## config.mk

```make
export PLATFORM = sky130hd
export DESIGN_NAME = button_gesture_detector
export DESIGN_NICKNAME = d
export VERILOG_FILES = /design/src/hw/rtl/bgd_pkg.sv /design/src/hw/rtl/bgd_cfg_regs.sv /design/src/hw/rtl/bgd_core.sv /design/src/hw/rtl/button_gesture_detector.sv
export SDC_FILE = /design/constraint.sdc
export NUM_CORES = 1
export LEC_CHECK = 0
export BUFFER_PORTS_ARGS = -buffer_cell sky130_fd_sc_hd__buf_4
export CORE_AREA = 3 3 200 202
export DETAILED_ROUTE_END_ITERATION = 6
export DIE_AREA = 0 0 203 205
export SYNTH_ARGS = -nofsm -noshare
export SYNTH_HDL_FRONTEND = slang
export SYNTH_SLANG_ARGS = --single-unit
```

## constraint.sdc

```tcl
create_clock -name clk -period 8.7 [get_ports clk]
set_input_delay 0 -clock clk [delete_from_list [all_inputs] [get_ports clk]]
set_output_delay 0 -clock clk [all_outputs]
set_load 0.02 [all_outputs]
```

## src/hw/rtl/bgd_pkg.sv

```systemverilog
// ----------------------------------------------------------------------------
// bgd_pkg
// Types and constants shared by the button gesture detector modules.
// ----------------------------------------------------------------------------
package bgd_pkg;

	localparam int unsigned CFG_IDX_W  = 2;
	localparam int unsigned CFG_DATA_W = 16;
	localparam int unsigned EV_W       = 3;

	// Register indexes
	localparam logic [CFG_IDX_W-1:0] REG_ACTIVE_LOW   = 2'd0;
	localparam logic [CFG_IDX_W-1:0] REG_PRESS_TICKS  = 2'd1;
	localparam logic [CFG_IDX_W-1:0] REG_DEBOUNCE     = 2'd2;
	localparam logic [CFG_IDX_W-1:0] REG_DOUBLE_CLICK = 2'd3;

	// Register reset values
	localparam logic                  RST_ACTIVE_LOW   = 1'b1;
	localparam logic [CFG_DATA_W-1:0] RST_PRESS_TICKS  = 16'd500;
	localparam logic [CFG_DATA_W-1:0] RST_DEBOUNCE     = 16'd50;
	localparam logic [CFG_DATA_W-1:0] RST_DOUBLE_CLICK = 16'd300;

	// Gesture codes
	localparam logic [EV_W-1:0] EV_IDLE   = 3'd0;
	localparam logic [EV_W-1:0] EV_CLICK  = 3'd1;
	localparam logic [EV_W-1:0] EV_DOUBLE = 3'd2;
	localparam logic [EV_W-1:0] EV_PRESS  = 3'd3;
	localparam logic [EV_W-1:0] EV_HOLD   = 3'd4;

	typedef struct packed {
		logic                  active_low;
		logic [CFG_DATA_W-1:0] press_ticks;
		logic [CFG_DATA_W-1:0] debounce_ticks;
		logic [CFG_DATA_W-1:0] double_click_ticks;
	} cfg_t;

	typedef struct packed {
		logic [EV_W-1:0] event_state;
		logic            stable_level;
		logic            awaiting_second;
	} res_t;

endpackage

```

## src/hw/rtl/bgd_cfg_regs.sv

```systemverilog
// ----------------------------------------------------------------------------
// bgd_cfg_regs
// Configuration register file, written through a plain write port.
// ----------------------------------------------------------------------------
module bgd_cfg_regs (
	input  logic                            clk,
	input  logic                            arst_n,
	input  logic                            cfg_we,
	input  logic [bgd_pkg::CFG_IDX_W-1:0]   cfg_idx,
	input  logic [bgd_pkg::CFG_DATA_W-1:0]  cfg_data,
	output bgd_pkg::cfg_t                   cfg
);
	import bgd_pkg::*;

	cfg_t cfg_q;

	always_ff @(posedge clk or negedge arst_n) begin
		if (!arst_n) begin
			cfg_q.active_low         <= RST_ACTIVE_LOW;
			cfg_q.press_ticks        <= RST_PRESS_TICKS;
			cfg_q.debounce_ticks     <= RST_DEBOUNCE;
			cfg_q.double_click_ticks <= RST_DOUBLE_CLICK;
		end else if (cfg_we) begin
			case (cfg_idx)
				REG_ACTIVE_LOW:   cfg_q.active_low         <= cfg_data[0];
				REG_PRESS_TICKS:  cfg_q.press_ticks        <= cfg_data;
				REG_DEBOUNCE:     cfg_q.debounce_ticks     <= cfg_data;
				REG_DOUBLE_CLICK: cfg_q.double_click_ticks <= cfg_data;
				default: ;
			endcase
		end
	end

	assign cfg = cfg_q;

endmodule

```

## src/hw/rtl/bgd_core.sv

```systemverilog
// ----------------------------------------------------------------------------
// bgd_core
// Gesture state and the single-pass update for one registered sample.
// ----------------------------------------------------------------------------
module bgd_core #(
	parameter int unsigned TIME_WIDTH = 32
) (
	input  logic          clk,
	input  logic          arst_n,
	input  bgd_pkg::cfg_t cfg,
	input  logic          adv,
	input  logic          level,
	input  logic          ack,
	output bgd_pkg::res_t res
);
	import bgd_pkg::*;

	localparam int unsigned TW = TIME_WIDTH;

	logic [TW-1:0]   tick_q, last_change_q, last_press_q, last_click_q;
	logic            deb_q, hold_seen_q, second_q;
	logic [EV_W-1:0] gesture_q;

	logic [TW-1:0]   last_change_n, last_press_n, last_click_n;
	logic            deb_n, hold_seen_n, second_n;
	logic [EV_W-1:0] gesture_n;

	logic [TW-1:0]   since_chg, since_press, since_click;
	logic [TW-1:0]   since_press_n, since_click_n;
	logic [TW-1:0]   press_lim, deb_lim, dbl_lim;
	logic            pressed, accepted, short_rel, in_window, click_set;

	assign press_lim   = TW'(cfg.press_ticks);
	assign deb_lim     = TW'(cfg.debounce_ticks);
	assign dbl_lim     = TW'(cfg.double_click_ticks);

	assign since_chg   = tick_q - last_change_q;
	assign since_press = tick_q - last_press_q;
	assign since_click = tick_q - last_click_q;

	assign pressed   = (level != cfg.active_low);
	assign accepted  = (level != deb_q) && (since_chg > deb_lim);
	assign short_rel = (since_press < press_lim);
	assign in_window = second_q && (since_click < dbl_lim);

	always_comb begin
		last_change_n = last_change_q;
		last_press_n  = last_press_q;
		last_click_n  = last_click_q;
		deb_n         = deb_q;
		hold_seen_n   = hold_seen_q;
		second_n      = second_q;
		click_set     = 1'b0;
		gesture_n     = gesture_q;

		// drop a reported click, double click or press on acknowledge
		if (ack && (gesture_q inside {EV_CLICK, EV_DOUBLE, EV_PRESS}))
			gesture_n = EV_IDLE;

		if (accepted) begin
			deb_n         = level;
			last_change_n = tick_q;
			if (pressed) begin
				last_press_n = tick_q;
				hold_seen_n  = 1'b0;
			end else if (short_rel) begin
				if (in_window) begin
					gesture_n = EV_DOUBLE;
					second_n  = 1'b0;
				end else begin
					second_n     = 1'b1;
					last_click_n = tick_q;
					click_set    = 1'b1;
					gesture_n    = EV_CLICK;
				end
			end else begin
				gesture_n = EV_PRESS;
			end
		end

		// hold test on the raw level against the updated press time
		since_press_n = (accepted && pressed) ? '0 : since_press;
		if (pressed && !hold_seen_n && (since_press_n >= press_lim)) begin
			hold_seen_n = 1'b1;
			gesture_n   = EV_HOLD;
		end

		// close the double click window once it has run out
		since_click_n = click_set ? '0 : since_click;
		if (second_n && (since_click_n > dbl_lim))
			second_n = 1'b0;
	end

	always_ff @(posedge clk or negedge arst_n) begin
		if (!arst_n) begin
			tick_q        <= '0;
			last_change_q <= '0;
			last_press_q  <= '0;
			last_click_q  <= '0;
			deb_q         <= 1'b0;
			hold_seen_q   <= 1'b0;
			second_q      <= 1'b0;
			gesture_q     <= EV_IDLE;
		end else if (adv) begin
			tick_q        <= tick_q + TW'(1);
			last_change_q <= last_change_n;
			last_press_q  <= last_press_n;
			last_click_q  <= last_click_n;
			deb_q         <= deb_n;
			hold_seen_q   <= hold_seen_n;
			second_q      <= second_n;
			gesture_q     <= gesture_n;
		end
	end

	assign res.event_state     = gesture_n;
	assign res.stable_level    = deb_n;
	assign res.awaiting_second = second_n;

endmodule

```

## src/hw/rtl/button_gesture_detector.sv

```systemverilog
// ----------------------------------------------------------------------------
// button_gesture_detector
// Debounces a sampled button level and reports click, double click, press and
// hold gestures, one result word per sample word.
// ----------------------------------------------------------------------------
// Each input word is one raw button sample taken at a millisecond tick, plus
// an acknowledge bit that clears a reported click, double click or press. The
// block answers every input word with exactly one result word holding the
// gesture code, the debounced level and the double click flag. A word passes
// an input register, is evaluated combinationally against the gesture state,
// and lands in a result register. A new word is taken every cycle unless the
// result register is full and stalled, the rate being set by the state update
// that each sample feeds to the next. The internal tick count advances once
// per word, so time is measured in words, and all time differences wrap at
// 2^TIME_WIDTH. The user must write configuration registers only while no
// word is in flight; the block itself does not enforce this.
module button_gesture_detector #(
	parameter int unsigned TIME_WIDTH = 32
) (
	input  logic                            clk,
	input  logic                            arst_n,
	// configuration write port
	input  logic                            cfg_we,
	input  logic [bgd_pkg::CFG_IDX_W-1:0]   cfg_idx,
	input  logic [bgd_pkg::CFG_DATA_W-1:0]  cfg_data,
	// sample input channel
	input  logic                            in_valid,
	output logic                            in_stall,
	input  logic                            level,
	input  logic                            ack,
	// result output channel
	output logic                            out_valid,
	input  logic                            out_stall,
	output logic [bgd_pkg::EV_W-1:0]        event_state,
	output logic                            stable_level,
	output logic                            awaiting_second
);
	import bgd_pkg::*;

	cfg_t cfg;
	res_t res_next;
	res_t res_q;

	logic valid_s1, level_s1, ack_s1;
	logic out_valid_q;
	logic adv;

	bgd_cfg_regs u_cfg (
		.clk      (clk),
		.arst_n   (arst_n),
		.cfg_we   (cfg_we),
		.cfg_idx  (cfg_idx),
		.cfg_data (cfg_data),
		.cfg      (cfg)
	);

	// Advance the registered word whenever the result register is free or
	// is being emptied in this cycle.
	assign adv      = valid_s1 && (!out_valid_q || !out_stall);
	// Hold the input only while a word sits in stage one and cannot move on.
	assign in_stall = valid_s1 && !adv;

	always_ff @(posedge clk or negedge arst_n) begin
		if (!arst_n) begin
			valid_s1 <= 1'b0;
		end else if (!in_stall) begin
			valid_s1 <= in_valid;
		end
	end

	// Capture the sample word; payload needs no reset.
	always_ff @(posedge clk) begin
		if (in_valid && !in_stall) begin
			level_s1 <= level;
			ack_s1   <= ack;
		end
	end

	bgd_core #(
		.TIME_WIDTH (TIME_WIDTH)
	) u_core (
		.clk    (clk),
		.arst_n (arst_n),
		.cfg    (cfg),
		.adv    (adv),
		.level  (level_s1),
		.ack    (ack_s1),
		.res    (res_next)
	);

	// Result register: load on advance, drain when taken, hold while stalled.
	always_ff @(posedge clk or negedge arst_n) begin
		if (!arst_n) begin
			out_valid_q <= 1'b0;
		end else if (adv) begin
			out_valid_q <= 1'b1;
		end else if (!out_stall) begin
			out_valid_q <= 1'b0;
		end
	end

	always_ff @(posedge clk or negedge arst_n) begin
		if (!arst_n) begin
			res_q <= '0;
		end else if (adv) begin
			res_q <= res_next;
		end
	end

	assign out_valid       = out_valid_q;
	assign event_state     = res_q.event_state;
	assign stable_level    = res_q.stable_level;
	assign awaiting_second = res_q.awaiting_second;

endmodule

```

==> flow_summary.yaml <==
worst_setup_path:
  crit_top_cell: "a21oi_1"
  regToRegStartpoint: "u_core.tick_q[0]"
  worstPathRequired_ns: 9.05
  reg2reg_slack_ns: 1.37
  crit_cells: 32
  critPathKind: "reg -> reg"
  slowest_stage: "dfrtp_1"
  path_max_fanout: 17
  worst-r2r-cell-count: 32
  start_kind: "register"
  crit_path_end_kind: "register"
  path_delay_family: "compound AO/OA/AOI/OAI gates"
  r2r-end: "u_core.gesture_q[2]"
  arrival_ns: 7.68
  critPathMaxStageDelay_ns: 0.48
  cp.buffers_inverters: 2
timing:
  slew_viol_final: 0
  period_minus_slack_ns: 7.33
  finalSetupViolCount: 0
  fmax_mhz: 136
  slew_headroom: 0.318
  worst_pin_slew_ns: 1.02
  finClkSkew_ns: 0.0122
  hold_viol: 0
  rsz0062_at_grt: "no"
  final.setup.worst_slack_ns: 1.37
  fin_crit_sh: 0.843
  tns_ns: 0
routing:
  wl_per_cell_microns: 17.7
  postRouteAntennaNets: 0
  vias: 12400
  drt_first_pass_iters: 7
  drc: 0
  dr.first_iter.drc_count: 764
  avgViaCountPerCell: 5.45
  wirelength_microns: 40500
logic_synthesis:
  ys_async_sr_fraction: 0.989
  synth_sequential_area_ratio: 0.309
  syn_area_per_cell_sq_um: 8.83
  ys_seq_elements: 187
  synth.distinct_cells: 84
  ys.warnings.count: 0
  ys.flop_type: "dfrtp_1"
  synth_top_area_cell: "dfrtp_1"
  synthTopCellsByArea: "dfrtp_1, ha_1, mux2_2"
  synthCells: 1723
  syn_nets: 1923
  syn_area_sq_um: 15200
  synth_top_area_frac: 0.281
  synth_edf_count: 2
die:
  rows: 72
  ioPinCount: 32
  start_util: 0.396
  die_w_microns: 203
  fp.dieH_microns: 205
  die-area_sq_um: 41600
  core_sq_um: 38500
clocking:
  cts_root_buf: "clkbuf_16"
  insertion_delay_ns: 0.46
  cts.repair.resized: 0
  postCtsSetupRepairBufs: 0
  cts_buffers: 17
  clk_pin_slew_worst_paths_ns: 0.08
  cts.sinks: 187
  cts_tree: "yes"
  cts_max_path_buffers: 2
  h-tree-depth: 4
  ctsHoldBuffers: 24
finish:
  syn_to_final_growth_pct: 10.2
  drive_above_1_share: 0.147
  final_cell_mix: "ha_1, dfrtp_1, inv_1"
  antenna-diode-count: 0
  layout_commonest_cell: "ha_1"
  final_net_count: 1954
grt:
  grt_pass1_wl_microns: 65100
  antenna_found_initial: 1
  grt_pass1_vias: 12300
  overflow: 0
  grt_usage: 0.197
  grt_max_degree: 72
placed_design:
  finalWeightedCongestion: 0.901
  port-buffer-count: 31
  pre_cts_ws_ns: 1.51
  post-dp-hpwl_microns: 31900
power:
  peakVddDrop_mv: 0.162
  p_leak_nw: 8.05
  power-per-cell-area_nw_per_um2: 279
hold_path:
  hp-class: "in -> async"
flow_run:
  maxCapViolCount: 0
outcome:
  status: "completed"
## cells in the mapped netlist, drive strengths merged, types with 4 or more instances
| cell | instances |
|---|---|
| nand2 | 182 |
| ha | 172 |
| dfrtp | 171 |
| inv | 165 |
| o21ai | 141 |
| a21oi | 127 |
| nor2 | 96 |
| mux2 | 87 |
| xnor2 | 73 |
| nand4 | 47 |
| nand3 | 37 |
| xor2 | 36 |
| a21o | 31 |
| clkbuf | 30 |
| o21a | 25 |
| buf | 23 |
| and2 | 22 |
| nor2b | 21 |
| nor3 | 21 |
| o211ai | 21 |
| nand2b | 17 |
| dfstp | 14 |
| o21bai | 13 |
| a31oi | 11 |
| nor4 | 11 |
| a211oi | 10 |
| or3 | 10 |
| and3 | 9 |
| a2111oi | 7 |
| a21boi | 7 |
| a311o | 7 |
| a221oi | 5 |
| and4 | 5 |
| a211o | 4 |
| a221o | 4 |
| and2b | 4 |
| or2 | 4 |
| or4 | 4 |
## worst max-delay path by stage
stage,from,end,slack (ns)
floorplan,u_core.tick_q[0],u_core.gesture_q[2],2.66
global route,u_core.tick_q[1],u_core.gesture_q[2],0.78
CTS,u_core.tick_q[0],u_core.gesture_q[2],1.45
finish,u_core.tick_q[0],u_core.gesture_q[2],1.37
global placement,u_core.tick_q[1],u_core.gesture_q[2],1.64
detailed placement,u_core.tick_q[0],u_core.gesture_q[2],1.51
## layer usage
| layer | vias to the layer above | track usage | routed length (microns) |
|---|---|---|---|
| li1 | 6200 | - | - |
| met1 | 5971 | 0.272 | 19500 |
| met2 | 211 | 0.317 | 18500 |
| met3 | 67 | 0.0291 | 1430 |
| met4 | 0 | 0.0658 | 1090 |
| met5 | - | 0 | 0 |
## sequential cells by signal, summed over array words and instances, names as in the netlist, 3 cells and up
name	cells
u_core.last_click_q	32
u_core.last_change_q	32
u_core.gesture_q	3
u_core.last_press_q	32
u_core.tick_q	32
u_cfg.cfg	49
## stage by stage
stage | util | area, sq um | std cells | power (mW) | hold slack [ns]
floorplan | - | 15200 | 1723 | 3.13 | -0.296
global placement | 0.414 | 15900 | 2229 | 3.76 | -0.00936
detailed placement | 0.414 | 15900 | 2229 | 3.82 | -0.00629
CTS | 0.436 | 16800 | 2285 | 4.70 | 0.0822
global route | 0.436 | 16800 | 2285 | 5.11 | 0.0954
finish | 0.436 | 16800 | 2285 | 4.69 | 0.0573
## final cells by class
class,instances,area [sq um]
clock buffer,19,453
sequential,187,4710
fill,3734,21700
clock inverter,13,171
timing repair buffer,65,554
multi-input combinational,1318,9620
inverter,165,619
tap,518,648
## where the power goes
group          internal, mW  total [mW]  switching [mW]  leakage [nW]
Clock                 0.453       0.851           0.398         0.308
Sequential            0.981        1.09           0.106          2.29
Combinational          1.22        2.75            1.53          5.45
Total                  2.65        4.69            2.03          8.05
## kinds of logic after synthesis
| logic type | after synthesis | share of synthesized area |
|---|---|---|
| mux | 89 | 0.0662 |
| compound gates | 444 | 0.191 |
| flops | 187 | 0.309 |
| xor+xnor | 109 | 0.0627 |
| buf+inv | 218 | 0.0589 |
| simple gates | 501 | 0.167 |
| fa+ha+maj | 175 | 0.145 |
(Power assumes the default switching activity.)
